`src/rtl/core/mtb_pkg.sv`:
```
// mtb_pkg: shared constants, command codes and control/status structs
// for the multi timer bank. No dependencies.
`default_nettype none

package mtb_pkg;

  // bank size and derived widths
  localparam int SLOTS     = 8;
  localparam int SLOT_W    = (SLOTS > 1) ? $clog2(SLOTS) : 1;
  localparam int MAX_FIRES = 8;
  localparam int CNT_W     = $clog2(MAX_FIRES + 1);

  // field widths
  localparam int CMD_W     = 3;
  localparam int SLOTF_W   = 3;
  localparam int MS_W      = 32;
  localparam int TIME_W    = 64;

  // stream packing
  localparam int IN_TDATA_W  = 72;
  localparam int OUT_TDATA_W = 8;

  typedef enum logic [CMD_W-1:0] {
    CMD_TICK    = 3'd0,
    CMD_START   = 3'd1,
    CMD_RESET   = 3'd2,
    CMD_SUSPEND = 3'd3,
    CMD_RESUME  = 3'd4,
    CMD_STOP    = 3'd5
  } cmd_t;

  // controller to datapath
  typedef struct packed {
    logic              load;      // latch the input transfer
    logic              exec;      // apply a slot command
    logic              tick_inc;  // advance the millisecond counter
    logic              fire;      // commit a fire at scan_idx
    logic              flush;     // push the held fire as the last one
    logic [SLOT_W-1:0] scan_idx;
  } mtb_ctl_t;

  // datapath to controller
  typedef struct packed {
    logic is_tick;
    logic expired;
    logic pend_v;
    logic out_free;
  } mtb_stat_t;

endpackage

`default_nettype wire

```
`src/rtl/core/mtb_ctrl.sv`:
```
// mtb_ctrl: command sequencer and slot scan controller of the timer bank.
// Depends on mtb_pkg.
`default_nettype none

module mtb_ctrl (
  input  wire logic               clk,
  input  wire logic               rst_n,
  input  wire logic               in_tvalid,
  output logic                    in_tready,
  input  mtb_pkg::mtb_stat_t      stat_i,
  output mtb_pkg::mtb_ctl_t       ctl_o
);
  import mtb_pkg::*;

  typedef enum logic [2:0] {
    ST_IDLE,
    ST_EXEC,
    ST_SCAN,
    ST_FLUSH
  } state_t;

  state_t            state_r, state_nxt;
  logic [SLOT_W-1:0] idx_r, idx_nxt;
  logic [CNT_W-1:0]  cnt_r, cnt_nxt;

  assign in_tready = (state_r == ST_IDLE);

  // next state and datapath commands
  always_comb begin
    logic fire_ok;
    fire_ok   = 1'b0;
    state_nxt = state_r;
    idx_nxt   = idx_r;
    cnt_nxt   = cnt_r;
    ctl_o          = '0;
    ctl_o.scan_idx = idx_r;
    unique case (state_r)
      ST_IDLE: begin
        if (in_tvalid) begin
          ctl_o.load = 1'b1;
          state_nxt  = ST_EXEC;
        end
      end
      ST_EXEC: begin
        if (stat_i.is_tick) begin
          ctl_o.tick_inc = 1'b1;
          idx_nxt        = '0;
          cnt_nxt        = '0;
          state_nxt      = ST_SCAN;
        end else begin
          ctl_o.exec = 1'b1;
          state_nxt  = ST_IDLE;
        end
      end
      ST_SCAN: begin
        // a fire waits only when both the held fire and the output are occupied
        fire_ok = stat_i.expired && (!stat_i.pend_v || stat_i.out_free);
        if (!stat_i.expired || fire_ok) begin
          ctl_o.fire = fire_ok;
          idx_nxt    = SLOT_W'(idx_r + 1'b1);
          cnt_nxt    = CNT_W'(cnt_r + CNT_W'(fire_ok));
          if (idx_r == SLOT_W'(SLOTS - 1) ||
              (fire_ok && cnt_r == CNT_W'(MAX_FIRES - 1))) begin
            state_nxt = ST_FLUSH;
          end
        end
      end
      ST_FLUSH: begin
        if (!stat_i.pend_v) begin
          state_nxt = ST_IDLE;
        end else if (stat_i.out_free) begin
          ctl_o.flush = 1'b1;
          state_nxt   = ST_IDLE;
        end
      end
      default: begin
        state_nxt = ST_IDLE;
      end
    endcase
  end

  // state and scan counters
  always_ff @(posedge clk) begin
    if (!rst_n) begin
      state_r <= ST_IDLE;
      idx_r   <= '0;
      cnt_r   <= '0;
    end else begin
      state_r <= state_nxt;
      idx_r   <= idx_nxt;
      cnt_r   <= cnt_nxt;
    end
  end

endmodule

`default_nettype wire

```
`src/rtl/core/mtb_dpath.sv`:
```
// mtb_dpath: time counter, slot storage, shared 64-bit adder and the
// fire result registers of the timer bank. Depends on mtb_pkg.
`default_nettype none

module mtb_dpath (
  input  wire logic                        clk,
  input  wire logic                        rst_n,
  input  mtb_pkg::mtb_ctl_t                ctl_i,
  output mtb_pkg::mtb_stat_t               stat_o,
  input  wire logic [mtb_pkg::CMD_W-1:0]   cmd_i,
  input  wire logic [mtb_pkg::SLOTF_W-1:0] slot_i,
  input  wire logic [mtb_pkg::MS_W-1:0]    timeout_i,
  input  wire logic [mtb_pkg::MS_W-1:0]    period_i,
  output logic                             out_valid,
  input  wire logic                        out_ready,
  output logic [mtb_pkg::SLOTF_W-1:0]      fired_slot,
  output logic                             last_fired
);
  import mtb_pkg::*;

  // latched command
  logic [CMD_W-1:0]   cmd_r;
  logic [SLOTF_W-1:0] slot_r;
  logic [MS_W-1:0]    tmo_r;
  logic [MS_W-1:0]    per_r;

  // time and slot storage
  logic [TIME_W-1:0]  now_r;
  logic [TIME_W-1:0]  expiry_r  [SLOTS];
  logic [MS_W-1:0]    stmo_r    [SLOTS];
  logic [MS_W-1:0]    sper_r    [SLOTS];
  logic [SLOTS-1:0]   in_use_r;
  logic [SLOTS-1:0]   held_r;

  // held fire and output register
  logic               pend_v_r;
  logic [SLOTF_W-1:0] pend_slot_r;
  logic               out_v_r;
  logic [SLOTF_W-1:0] out_slot_r;
  logic               out_last_r;

  logic [SLOT_W-1:0]  addr;
  logic               slot_ok;
  logic [TIME_W-1:0]  exp_a;
  logic [MS_W-1:0]    stmo_a;
  logic [MS_W-1:0]    sper_a;
  logic [MS_W-1:0]    add_op;
  logic [TIME_W-1:0]  sum;
  logic               out_free;

  // one slot read port shared by command execution and the scan
  assign addr    = ctl_i.exec ? SLOT_W'(slot_r) : ctl_i.scan_idx;
  assign slot_ok = (32'(slot_r) < 32'(SLOTS));
  assign exp_a   = expiry_r[addr];
  assign stmo_a  = stmo_r[addr];
  assign sper_a  = sper_r[addr];

  // adder operand: timeout for start and reset, period otherwise
  always_comb begin
    add_op = sper_a;
    if (ctl_i.exec) begin
      case (cmd_r)
        CMD_START: add_op = tmo_r;
        CMD_RESET: add_op = (tmo_r != '0) ? tmo_r : stmo_a;
        default:   add_op = sper_a;
      endcase
    end
  end

  assign sum      = now_r + TIME_W'(add_op);
  assign out_free = !out_v_r || out_ready;

  assign stat_o.is_tick  = (cmd_r == CMD_TICK);
  assign stat_o.expired  = in_use_r[addr] && !held_r[addr] && (now_r >= exp_a);
  assign stat_o.pend_v   = pend_v_r;
  assign stat_o.out_free = out_free;

  assign out_valid  = out_v_r;
  assign fired_slot = out_slot_r;
  assign last_fired = out_last_r;

  // input latch and slot payload
  always_ff @(posedge clk) begin
    if (ctl_i.load) begin
      cmd_r  <= cmd_i;
      slot_r <= slot_i;
      tmo_r  <= timeout_i;
      per_r  <= period_i;
    end
    if (ctl_i.exec && slot_ok) begin
      case (cmd_r)
        CMD_START: begin
          stmo_r[addr]   <= tmo_r;
          sper_r[addr]   <= per_r;
          expiry_r[addr] <= sum;
        end
        CMD_RESET: begin
          if (in_use_r[addr]) begin
            expiry_r[addr] <= sum;
            if (per_r != '0) begin
              sper_r[addr] <= per_r;
            end
          end
        end
        CMD_RESUME: begin
          if (in_use_r[addr] && sper_a != '0) begin
            expiry_r[addr] <= sum;
          end
        end
        default: ;
      endcase
    end
    // periodic reload on fire
    if (ctl_i.fire && sper_a != '0) begin
      expiry_r[addr] <= sum;
    end
    if (ctl_i.fire) begin
      pend_slot_r <= SLOTF_W'(addr);
    end
    // the output register only loads when a held fire moves into it
    if ((ctl_i.fire && pend_v_r) || ctl_i.flush) begin
      out_slot_r <= pend_slot_r;
      out_last_r <= ctl_i.flush;
    end
  end

  // control state: time, slot flags, result valid bits
  always_ff @(posedge clk) begin
    if (!rst_n) begin
      now_r    <= '0;
      in_use_r <= '0;
      held_r   <= '0;
      pend_v_r <= 1'b0;
      out_v_r  <= 1'b0;
    end else begin
      if (ctl_i.tick_inc) begin
        now_r <= now_r + 1'b1;
      end
      if (ctl_i.exec && slot_ok) begin
        case (cmd_r)
          CMD_START: begin
            in_use_r[addr] <= 1'b1;
            held_r[addr]   <= 1'b0;
          end
          CMD_SUSPEND: begin
            if (in_use_r[addr]) begin
              held_r[addr] <= 1'b1;
            end
          end
          CMD_RESUME: begin
            if (in_use_r[addr]) begin
              held_r[addr] <= 1'b0;
            end
          end
          CMD_STOP: begin
            in_use_r[addr] <= 1'b0;
            held_r[addr]   <= 1'b0;
          end
          default: ;
        endcase
      end
      // one-shot slots free themselves when they fire
      if (ctl_i.fire && sper_a == '0) begin
        in_use_r[addr] <= 1'b0;
        held_r[addr]   <= 1'b0;
      end
      if (ctl_i.fire) begin
        pend_v_r <= 1'b1;
      end else if (ctl_i.flush) begin
        pend_v_r <= 1'b0;
      end
      if ((ctl_i.fire && pend_v_r) || ctl_i.flush) begin
        out_v_r <= 1'b1;
      end else if (out_ready) begin
        out_v_r <= 1'b0;
      end
    end
  end

endmodule

`default_nettype wire

```
`src/rtl/core/multi_timer_bank.sv`:
```
// multi_timer_bank: top level of the command-driven timer bank.
// Depends on mtb_pkg, mtb_ctrl and mtb_dpath.
//
// Usage
//   Input channel: one command per transfer. in_tuser carries the command
//   (tick, start, reset, suspend, resume, stop); in_tdata carries the slot,
//   the timeout and the period in ms.
//   Output channel: one transfer per expired slot on a tick; out_tdata holds
//   the slot number, out_tlast marks the last fire of that tick.
//   Sequencing: a slot command is latched and then executed before in_tready
//   returns. A tick is latched, then advances the counter, then scans the
//   slots in order through the single slot read port and 64-bit adder, and
//   then pushes the final fire.
//   A fire is held back and reaches the output only when the next fire is
//   found or the scan ends, since last marking needs to know which is last.
//   Receiver stall: the scan halts on an expired slot while a fire is held
//   and the output register holds a transfer not yet taken; nothing is
//   dropped.
//   Reset: clears the time counter and frees every slot; no output pending.
`default_nettype none

module multi_timer_bank (
  input  wire logic                            clk,
  input  wire logic                            rst_n,
  // input stream
  input  wire logic                            in_tvalid,
  output logic                                 in_tready,
  input  wire logic [mtb_pkg::IN_TDATA_W-1:0]  in_tdata,  // slot, timeout_ms, period_ms
  input  wire logic [mtb_pkg::CMD_W-1:0]       in_tuser,  // command
  // result stream
  output logic                                 out_tvalid,
  input  wire logic                            out_tready,
  output logic [mtb_pkg::OUT_TDATA_W-1:0]      out_tdata, // fired_slot, zero pad
  output logic                                 out_tlast  // last_fired
);
  import mtb_pkg::*;

  mtb_ctl_t           ctl;
  mtb_stat_t          stat;
  logic [SLOTF_W-1:0] fired_slot;

  // sequencer
  mtb_ctrl u_ctrl (
    .clk       (clk),
    .rst_n     (rst_n),
    .in_tvalid (in_tvalid),
    .in_tready (in_tready),
    .stat_i    (stat),
    .ctl_o     (ctl)
  );

  // storage and arithmetic
  mtb_dpath u_dpath (
    .clk        (clk),
    .rst_n      (rst_n),
    .ctl_i      (ctl),
    .stat_o     (stat),
    .cmd_i      (in_tuser),
    .slot_i     (in_tdata[SLOTF_W-1:0]),
    .timeout_i  (in_tdata[SLOTF_W+MS_W-1:SLOTF_W]),
    .period_i   (in_tdata[SLOTF_W+2*MS_W-1:SLOTF_W+MS_W]),
    .out_valid  (out_tvalid),
    .out_ready  (out_tready),
    .fired_slot (fired_slot),
    .last_fired (out_tlast)
  );

  assign out_tdata = OUT_TDATA_W'(fired_slot);

endmodule

`default_nettype wire

```
`config.mk`:
```
export PLATFORM = sky130hd
export DESIGN_NAME = multi_timer_bank
export DESIGN_NICKNAME = d
export VERILOG_FILES = /design/src/rtl/core/mtb_pkg.sv /design/src/rtl/core/mtb_ctrl.sv /design/src/rtl/core/mtb_dpath.sv /design/src/rtl/core/multi_timer_bank.sv
export SDC_FILE = /design/constraint.sdc
export NUM_CORES = 1
export LEC_CHECK = 0
export BUFFER_PORTS_ARGS = -buffer_cell sky130_fd_sc_hd__buf_2
export CORE_ASPECT_RATIO = 0.6
export CORE_MARGIN = 1.5
export CORE_UTILIZATION = 35
export CTS_CLUSTER_DIAMETER = 150
export DETAILED_ROUTE_END_ITERATION = 16
export PLACE_DENSITY_LB_ADDON = 0.15
export SLEW_MARGIN = 40
export SYNTH_ARGS = -nofsm -noshare
export SYNTH_HDL_FRONTEND = slang
export SYNTH_SLANG_ARGS = --single-unit
```
`constraint.sdc`:
```
create_clock -name clk -period 17.7 [get_ports clk]
set_input_delay 2.655 -clock clk [delete_from_list [all_inputs] [get_ports clk]]
set_output_delay 2.655 -clock clk [all_outputs]
set_load 0.05 [all_outputs]
```
==> Implementation_results.wiki, run 1 <==
{| class="wikitable"
! Metric !! Value
|-
| Cell with the largest stage delay on the worst path || nor4_1
|-
| Routed length per placed instance || 29.70 um
|-
| DRC Markers || 0
|-
| Die width || 489.9 um
|-
| Synth unique cells || 90
|-
| Ports || 90
|-
| Largest net degree at the start of global routing || 69
|-
| Average cell area after synthesis || 13.64 sq um
|-
| Setup TNS || 0 ps
|-
| Seq cells post-synth || 1192
|-
| Most instantiated flip-flop cell in the synthesis netlist || edfxtp_1
|-
| Crit path kind || reg2reg
|-
| Post-CTS Setup Inserts || 0
|-
| Count of final hold-check violations || 0
|-
| GR met1 Demand/Resource || 0.3906
|-
| Via Count || 32960
|-
| Max-cap violations || 0
|-
| First-pass iteration count of the detailed router || 5
|-
| Area of the multi-input gates || 14320 sq um
|-
| Placed cell areas || 53060 sq um
|-
| Met3 capacity usage during global routing || 0.06539
|-
| Synth Instances || 3650
|-
| Die Area || 144600 sq um
|-
| Data arrival, critical path || 11670 ps
|-
| Drt via density || 5.729
|-
| Initial antenna violation count || 9
|-
| Startpoint class of the critical path || register
|-
| Hold buffers post-CTS || 0
|-
| Period utilisation layout || 0.6401
|-
| Total area of sequential cells || 34880 sq um
|-
| Area growth, synth to finish || 14.00%
|-
| Critical Path Sink Type || register
|-
| Effective utilization at floorplan || 0.3552
|-
| Die Height || 295.2 um
|-
| Final setup viols || 0
|-
| Final net count || 3953
|-
| Total CTS buffers || 109
|-
| Transition time at the pin with the least slew margin || 1004 ps
|-
| Status || completed
|-
| Achievable frequency || 88.26 MHz
|-
| Depth of the worst hold-timing path || 0
|-
| Total wire length after detailed routing || 170800 um
|-
| Critical path required time || 18040 ps
|-
| Filler instances || 13110
|-
| Layout Cell Area excl Fill || 56760 sq um
|-
| Total routing usage reported by global routing || 0.2327
|-
| Synth warnings || 0
|-
| Most numerous cell on the critical path || buf_4
|-
| Core ar. || 140200 sq um
|-
| Worst clock skew || 43.18 ps
|-
| Power density normalized to cell area || 117.0 nW/um^2
|-
| Starting DRT DRC Count || 4289
|-
| Register area share after synthesis || 0.7006
|-
| Max Root-Sink Buffers || 3
|-
| Post-synth EDFFs || 1101
|-
| Post_cts resized || 0
|-
| Class of the tightest hold or removal check || reg2reg
|-
| Later-pin clock latency in the skew report || 750 ps
|-
| Peak ir drop on the vdd network || 0.09277 mV
|-
| Setup repair after global routing missed its margin || no
|-
| Clock tree from TritonCTS || done
|-
| Leakage || 18.85 nW
|-
| Number of standard-cell rows in the floorplan || 106
|-
| Met2 layer usage reported by global route || 0.2874
|-
| Number of H-tree levels || 3
|-
| Most Used Layer, Global Route || met1
|-
| Count of input and output buffers || 79
|-
| Share of post-route cells with drive strength above 1 || 0.1232
|-
| Clock period minus final worst setup slack || 11330 ps
|-
| Largest stage delay on the critical path || 810 ps
|-
| Post-synth ARST share || 0
|-
| GPL Wtd Cong || 0.8868
|-
| Number of cells traversed by the worst register-to-register path || 25
|-
| Clock root cell || clkbuf_16
|-
| Slew Viols, Final || 0
|-
| Largest driver fanout on the critical path || 33
|-
| Detailed placer's ending HPWL || 108500 um
|-
| Vias in the first global route || 30270
|-
| Number of sinks driven by the clock tree || 1192
|-
| Headroom to the max-slew limit || 0.3280
|-
| Remaining antenna violation count || 0
|-
| First-pass GRT wire length || 239700 um
|-
| Clock-pin slew of the registers on the worst-case setup and hold paths || 60 ps
|-
| Overall overflow remaining after global route || 0
|-
| Post-synthesis instance area || 49790 sq um
|}
## cell type report
cell class,count,area share
Clock inverter,59,0.01226
Timing Repair Buffer,206,0.02471
Antenna cell,5,0.0002204
Tap cell,1890,0.04166
Multi-Input combinational cell,2220,0.2522
Sequential cell,1192,0.6146
Inverter,39,0.002866
Clock buffer,141,0.05145
## report_power, final
part	internal [mW]	total [mW]	switching, mW
Combinational	0.249	0.964	0.715
Sequential	3.16	3.21	0.0505
Clock	1.38	2.47	1.09
Total	4.79	6.64	1.85
## registers in the layout, indices dropped and copies added, names as in the netlist
name                 cells
u_ctrl.cnt_r             4
u_dpath.in_use_r         8
u_ctrl.state_r           2
u_dpath.stmo_r         256
u_dpath.slot_r           3
u_dpath.last_fired       1
u_dpath.per_r           32
u_dpath.sper_r         256
u_dpath.fired_slot       3
u_dpath.pend_v_r         1
u_dpath.held_r           8
u_ctrl.idx_r             3
u_dpath.now_r           64
u_dpath.tmo_r           32
u_dpath.expiry_r       512
u_dpath.cmd_r            3
u_dpath.pend_slot_r      3
u_dpath.out_valid        1
## worst paths after layout
| kind | slack [ps] | to | startpoint |
|---|---|---|---|
| setup / recovery | 6370 | u_dpath.expiry_r[6][17] | u_dpath.cmd_r[1] |
| hold / removal | 420 | u_dpath.fired_slot[0] | u_dpath.pend_slot_r[0] |
| setup reg to reg | 6370 | u_dpath.expiry_r[6][17] | u_dpath.cmd_r[1] |
| hold reg to reg | 420 | u_dpath.fired_slot[0] | u_dpath.pend_slot_r[0] |
## critical path: cells and delay by family (launching register included)
kind                     cells  cell delay [ps]
flip-flops                   1              690
AND/OR/NAND/NOR              9             3430
buffers and inverters        8             3540
AO/OA/AOI/OAI                7             2640
adder cells (fa/ha/maj)      1              390
## cell usage in the layout, fill, tap and decap left out, drive strengths merged, types with 12 or more instances in the layout
master	count
nand4	45
a211oi	20
a221oi	46
nor2	217
bufinv	15
clkbuf	141
or3	13
a22o	19
mux2	17
buf	206
xor2	48
and2	13
edfxtp	1101
o221ai	40
nor3	46
a221o	13
o21ai	127
and4	15
a32oi	12
a21o	34
dfxtp	91
nor4	23
inv	42
o22ai	65
and3	26
o211ai	26
a31oi	38
nand3	110
xnor2	68
o32a	18
nand2b	13
a2111oi	17
clkinv	36
mux2i	69
a21oi	260
a22oi	25
a311oi	15
ha	105
nand2	479
## stage by stage
step                utilization  instances  setup slack (ps)  power (mW)  hold WS (ps)
global route             0.4048       5748              6079       6.829         427.8
global placement         0.3774       5543              6441       4.191         406.9
detailed placement       0.3785       5546              6759       4.203         404.5
CTS                      0.4043       5746              6709       6.651         419.9
finish                   0.4049       5752              6370       6.643         417.4
floorplan                     -       3654              7544       3.722         400.3
## cell usage after synthesis (11+ instances only)
library cell | instances | share of area
o32a_1 | 18 | 0.0036
and4_1 | 15 | 0.0026
nand4_1 | 44 | 0.0055
a31o_2 | 11 | 0.0019
inv_1 | 35 | 0.0026
buf_2 | 35 | 0.0035
nand3_1 | 110 | 0.011
nand2_1 | 479 | 0.036
o22ai_1 | 65 | 0.0082
mux2i_1 | 68 | 0.014
a31oi_1 | 37 | 0.0046
dfxtp_1 | 91 | 0.037
a32oi_1 | 12 | 0.0021
a2111oi_0 | 17 | 0.0030
xor2_1 | 48 | 0.0084
buf_1 | 39 | 0.0029
a221oi_1 | 46 | 0.0081
or3_1 | 13 | 0.0016
a311oi_1 | 15 | 0.0026
edfxtp_1 | 1101 | 0.66
nor2_1 | 215 | 0.016
a211oi_1 | 19 | 0.0029
a21o_1 | 34 | 0.0051
nor4_1 | 23 | 0.0029
a21oi_1 | 258 | 0.026
a221o_1 | 13 | 0.0026
a22oi_1 | 25 | 0.0038
clkbuf_1 | 114 | 0.0086
o221ai_1 | 40 | 0.0070
ha_1 | 105 | 0.026
o21ai_0 | 123 | 0.012
xnor2_1 | 68 | 0.012
and2_1 | 13 | 0.0016
nor3_1 | 45 | 0.0045
a222oi_1 | 11 | 0.0022
o211ai_1 | 26 | 0.0039
and3_1 | 26 | 0.0033
a22o_1 | 19 | 0.0033
nand2b_1 | 13 | 0.0016
## kinds of logic (layout without fill, tap and decap cells)
| logic type | after synthesis | after routing | share of synthesized area |
|---|---|---|---|
| AOI/OAI and AO/OA | 875 | 875 | 0.1198 |
| adders and majority gates | 106 | 106 | 0.02679 |
| buffers and inverters | 242 | 445 | 0.02078 |
| muxes | 88 | 88 | 0.01870 |
| and+or+nand+nor | 1030 | 1030 | 0.09286 |
| xor gates and xnor gates | 116 | 116 | 0.02041 |
| other | 1 | 10 | 0.00007532 |
| DFF | 1192 | 1192 | 0.7006 |
## routing by layer
metal	wire (um)	vias to the layer above	part of all wire
li1	-	14380	-
met1	87290	16890	0.51
met2	62690	1510	0.37
met3	18370	177	0.11
met4	2495	0	0.015
met5	0	-	0
(Power assumes the default switching activity.)
==> run 2, diff against run 1 <==
ABC_AREA = 1   (was default)
clock period = 10.3 ns   (was 17.7 ns; I/O delays follow)
==> run 2 against run 1 <==
Net effect:
- non-clock buffer count decreased by 47
- final area is 2.8% higher
- critical endpoint is now u_dpath.expiry_r[2][48]
- wire length down 4.0%
- combinational power up 120%
- largest cell class unchanged
- sequential share of layout area is 1.7 points lower
- register-to-register slack worse by 4500 ps
==> Implementation_results.wiki, run 2 <==
{| class="wikitable"
! Metric !! Value
|-
| Largest net degree at the start of global routing || 65 (was 69)
|-
| Post_cts resized || 0 (unchanged)
|-
| Via Count || 34750 (was 32960)
|-
| Net Switching || 3.577 mW (was 1.854 mW)
|-
| Most instantiated flip-flop cell in the synthesis netlist || edfxtp_1 (unchanged)
|-
| Max Root-Sink Buffers || 3 (unchanged)
|-
| Post-CTS Setup Inserts || 0 (unchanged)
|-
| Core ar. || 145100 sq um (was 140200 sq um)
|-
| Post-synth ARST share || 0 (unchanged)
|-
| Total routing usage reported by global routing || 0.2168 (was 0.2327)
|-
| Class of the tightest hold or removal check || reg2reg (unchanged)
|-
| Transition time at the pin with the least slew margin || 913.7 ps (was 1004 ps)
|-
| Critical path required time || 10750 ps (was 18040 ps)
|-
| Ports || 90 (unchanged)
|-
| Remaining antenna violation count || 0 (unchanged)
|-
| Filler instances || 13980 (was 13110)
|-
| Final setup viols || 0 (unchanged)
|-
| Number of sinks driven by the clock tree || 1192 (unchanged)
|-
| Status || completed (unchanged)
|-
| Post-synth EDFFs || 1101 (unchanged)
|-
| Worst clock skew || 64.45 ps (was 43.18 ps)
|-
| Die Area || 149200 sq um (was 144600 sq um)
|-
| Synth area leaders || edfxtp_1 64%, nand2_1 7.6%, dfxtp_1 3.5% (was edfxtp_1 66%, dfxtp_1 3.7%, nand2_1 3.6%)
|-
| Biggest regs || u_dpath.expiry_r: 512 flops, u_dpath.sper_r: 256 flops, u_dpath.stmo_r: 256 flops (unchanged)
|-
| Top post-synthesis cells by count || 1101 x edfxtp_1, 1034 x nand2_1, 362 x inv_1 (was 1101 x edfxtp_1, 479 x nand2_1, 258 x a21oi_1)
|-
| Number of H-tree levels || 3 (unchanged)
|-
| Register ranked first by flip-flop count || u_dpath.expiry_r (unchanged)
|-
| Peak ir drop on the vdd network || 0.1329 mV (was 0.09277 mV)
|-
| Data arrival, critical path || 8880 ps (was 11670 ps)
|-
| Period utilisation layout || 0.8190 (was 0.6401)
|-
| Most numerous cell on the critical path || nand2_1 (was buf_4)
|-
| Initial antenna violation count || 4 (was 9)
|-
| Crit path kind || reg2reg (unchanged)
|-
| Die Height || 299.8 um (was 295.2 um)
|-
| Yosys top cell area share || 0.6436 (was 0.6640)
|-
| Synth unique cells || 55 (was 90)
|-
| First-pass iteration count of the detailed router || 5 (unchanged)
|-
| Starting DRT DRC Count || 3969 (was 4289)
|-
| Routed length per placed instance || 24.77 um (was 29.70 um)
|-
| GPL Wtd Cong || 0.9307 (was 0.8868)
|-
| Count of final hold-check violations || 0 (unchanged)
|-
| Drt via density || 5.247 (was 5.729)
|-
| Area growth, synth to finish || 13.60% (was 14.00%)
|-
| Final net count || 4783 (was 3953)
|-
| Count of input and output buffers || 79 (unchanged)
|-
| Total CTS buffers || 112 (was 109)
|-
| Achievable frequency || 118.5 MHz (was 88.26 MHz)
|-
| Clock period minus final worst setup slack || 8435 ps (was 11330 ps)
|-
| Relative contribution of combinational cells to total power || 0.176 (was 0.145)
|-
| Setup repair after global routing missed its margin || no (unchanged)
|-
| Most frequent cell after synthesis || edfxtp_1 (unchanged)
|-
| DRC Markers || 0 (unchanged)
|-
| Cell with the largest stage delay on the worst path || nand2_1 (was nor4_1)
|-
| Max FFs per register || 512 (unchanged)
|-
| Startpoint class of the critical path || register (unchanged)
|-
| Power share of the sequential group || 0.468 (was 0.483)
|-
| Slew Viols, Final || 0 (unchanged)
|-
| Switching share of power || 0.3019 (was 0.2791)
|-
| Most frequent cells in the layout || 1101 x edfxtp_1, 1032 x nand2_1, 358 x inv_1 (was 1101 x edfxtp_1, 478 x nand2_1, 258 x a21oi_1)
|-
| Overall overflow remaining after global route || 0 (unchanged)
|-
| Post-synthesis instance area || 51370 sq um (was 49790 sq um)
|-
| Largest stage delay on the critical path || 890 ps (was 810 ps)
|-
| Detailed placer's ending HPWL || 106000 um (was 108500 um)
|-
| Internal Dissipation || 8.270 mW (was 4.789 mW)
|-
| Register area share after synthesis || 0.6790 (was 0.7006)
|-
| Clock root cell || clkbuf_16 (unchanged)
|-
| Clock group share of total power || 0.356 (was 0.372)
|-
| Critical Path Sink Type || register (unchanged)
|-
| Synth Instances || 4499 (was 3650)
|-
| Max-cap violations || 0 (unchanged)
|-
| Slack of the critical path || 1865 ps (was 6370 ps)
|-
| Worst slack at placement || 2109 ps (was 6759 ps)
|-
| Power density normalized to cell area || 203.0 nW/um^2 (was 117.0 nW/um^2)
|-
| Clock tree from TritonCTS || done (unchanged)
|-
| Headroom to the max-slew limit || 0.3888 (was 0.3280)
|-
| Vias in the first global route || 32480 (was 30270)
|-
| Chain of cells forming the critical path || nor2_2, inv_1, nor2_2, buf_4, inv_1, nor2_1, clkinv_1, nand2_1, inv_2, a22oi_1, ha_1, inv_1, fa_1, o21ai_0, nand2_1, nand3_1, nand2_1, nand2_1, nand2_1, o21bai_1, a21oi_1, o21bai_1, nand2_1, xnor2_1
|-
| Total wire length after detailed routing || 164000 um (was 170800 um)
|-
| Final core occ || 0.4021 (was 0.4049)
|-
| Leakage || 20.68 nW (was 18.85 nW)
|-
| Effective utilization at floorplan || 0.3540 (was 0.3552)
|-
| Later-pin clock latency in the skew report || 770 ps (was 750 ps)
|-
| Die width || 497.6 um (was 489.9 um)
|-
| Share of post-route cells with drive strength above 1 || 0.1040 (was 0.1232)
|-
| Number of standard-cell rows in the floorplan || 108 (was 106)
|-
| Top cell type by total area after synthesis || edfxtp_1 (unchanged)
|-
| Clock-pin slew of the registers on the worst-case setup and hold paths || 70 ps (was 60 ps)
|-
| Most common cell after layout, fill and taps aside || edfxtp_1 (unchanged)
|-
| Hold buffers post-CTS || 0 (unchanged)
|-
| Largest driver fanout on the critical path || 44 (was 33)
|-
| Setup TNS || 0 ps (unchanged)
|-
| Synth warnings || 0 (unchanged)
|-
| Average cell area after synthesis || 11.42 sq um (was 13.64 sq um)
|-
| First-pass GRT wire length || 235100 um (was 239700 um)
|-
| Seq cells post-synth || 1192 (unchanged)
|}
## run 2: cell types whose count changed in the layout (fill, tap and decap cells not counted), sizes merged, moves of 33 or more
cell | previous run | this run
nand2 | 479 | 1042
inv | 42 | 371
nor2 | 217 | 361
a22oi | 25 | 106
mux2i | 69 | 0
or2 | 7 | 74
xnor2 | 68 | 15
o21ai | 127 | 176
a21oi | 260 | 212
buf | 206 | 159
nand3 | 110 | 156
o22ai | 65 | 109
nor3 | 46 | 82
a21o | 34 | 1
## run 2: per-layer routing
metal | global-route usage | vias up | wire length [um]
met3 | 0.05493 | 164 | 16170
met4 | 0.04314 | 0 | 2776
li1 | - | 16120 | -
met1 | 0.3599 | 17180 | 84360
met5 | 0 | - | 0
met2 | 0.2748 | 1291 | 60740
## run 2: layout make-up
cell class,instances,area [sq um],area share
timing repair buffer,159,1116,0.01912
sequential,1192,34880,0.5977
antenna,5,12.51,0.0002144
tap,1925,2409,0.04127
inverter,372,1403,0.02403
clock buffer,147,3048,0.05223
multi-input combinational,2761,14850,0.2545
clock inverter,62,633.1,0.01085
## run 2: power groups by stage
| stage | Combinational [mW] | Clock [mW] | Sequential [mW] |
|---|---|---|---|
| 3_5_place_dp | 2.02 | 0 | 5.65 |
| 3_3_place_gp | 2.00 | 0 | 5.65 |
| 6_report | 2.08 | 4.22 | 5.55 |
| 2_1_floorplan | 1.12 | 0 | 5.62 |
| 5_1_grt | 2.25 | 4.47 | 5.56 |
| 4_1_cts | 2.03 | 4.29 | 5.55 |
## run 2: metrics by stage
stage / hold WS, ps / power, mW / cells / cell area (sq um)
3_3_place_gp: 400.8 / 7.649 / 6408 / 54440
5_1_grt: 423.7 / 12.27 / 6619 / 58350
6_report: 415.4 / 11.85 / 6623 / 58360
2_1_floorplan: 400.3 / 6.741 / 4503 / 51390
3_5_place_dp: 405.2 / 7.671 / 6408 / 54540
4_1_cts: 420.5 / 11.87 / 6617 / 58230
## run 2: final timing paths
| kind | cells after the start | slack, ps | end | start |
|---|---|---|---|---|
| setup reg to reg | 24 | 1860 | u_dpath.expiry_r[2][48] | u_dpath.cmd_r[1] |
| hold / removal | 0 | 420 | u_dpath.fired_slot[2] | u_dpath.pend_slot_r[2] |
| setup / recovery | 24 | 1860 | u_dpath.expiry_r[2][48] | u_dpath.cmd_r[1] |
| hold reg to reg | 0 | 420 | u_dpath.fired_slot[2] | u_dpath.pend_slot_r[2] |
## run 2: cells by family after synthesis
kind of cell               Yosys count  synth area share
xor gates and xnor gates            81           0.01381
and+or+nand+nor                   1845            0.1524
AOI/OAI and AO/OA                  724           0.08583
adders and majority gates          106           0.02596
buffers and inverters              550           0.04287
other                                1        0.00007300
DFF                               1192            0.6790
## run 2: worst max-delay path: cells and delay by family, from the launching register on
family | cells | cell delay [ps]
buf+inv | 6 | 1890
xor+xnor | 1 | 640
fa+ha+maj | 2 | 610
simple gates | 10 | 2470
flops | 1 | 430
compound gates | 5 | 2020
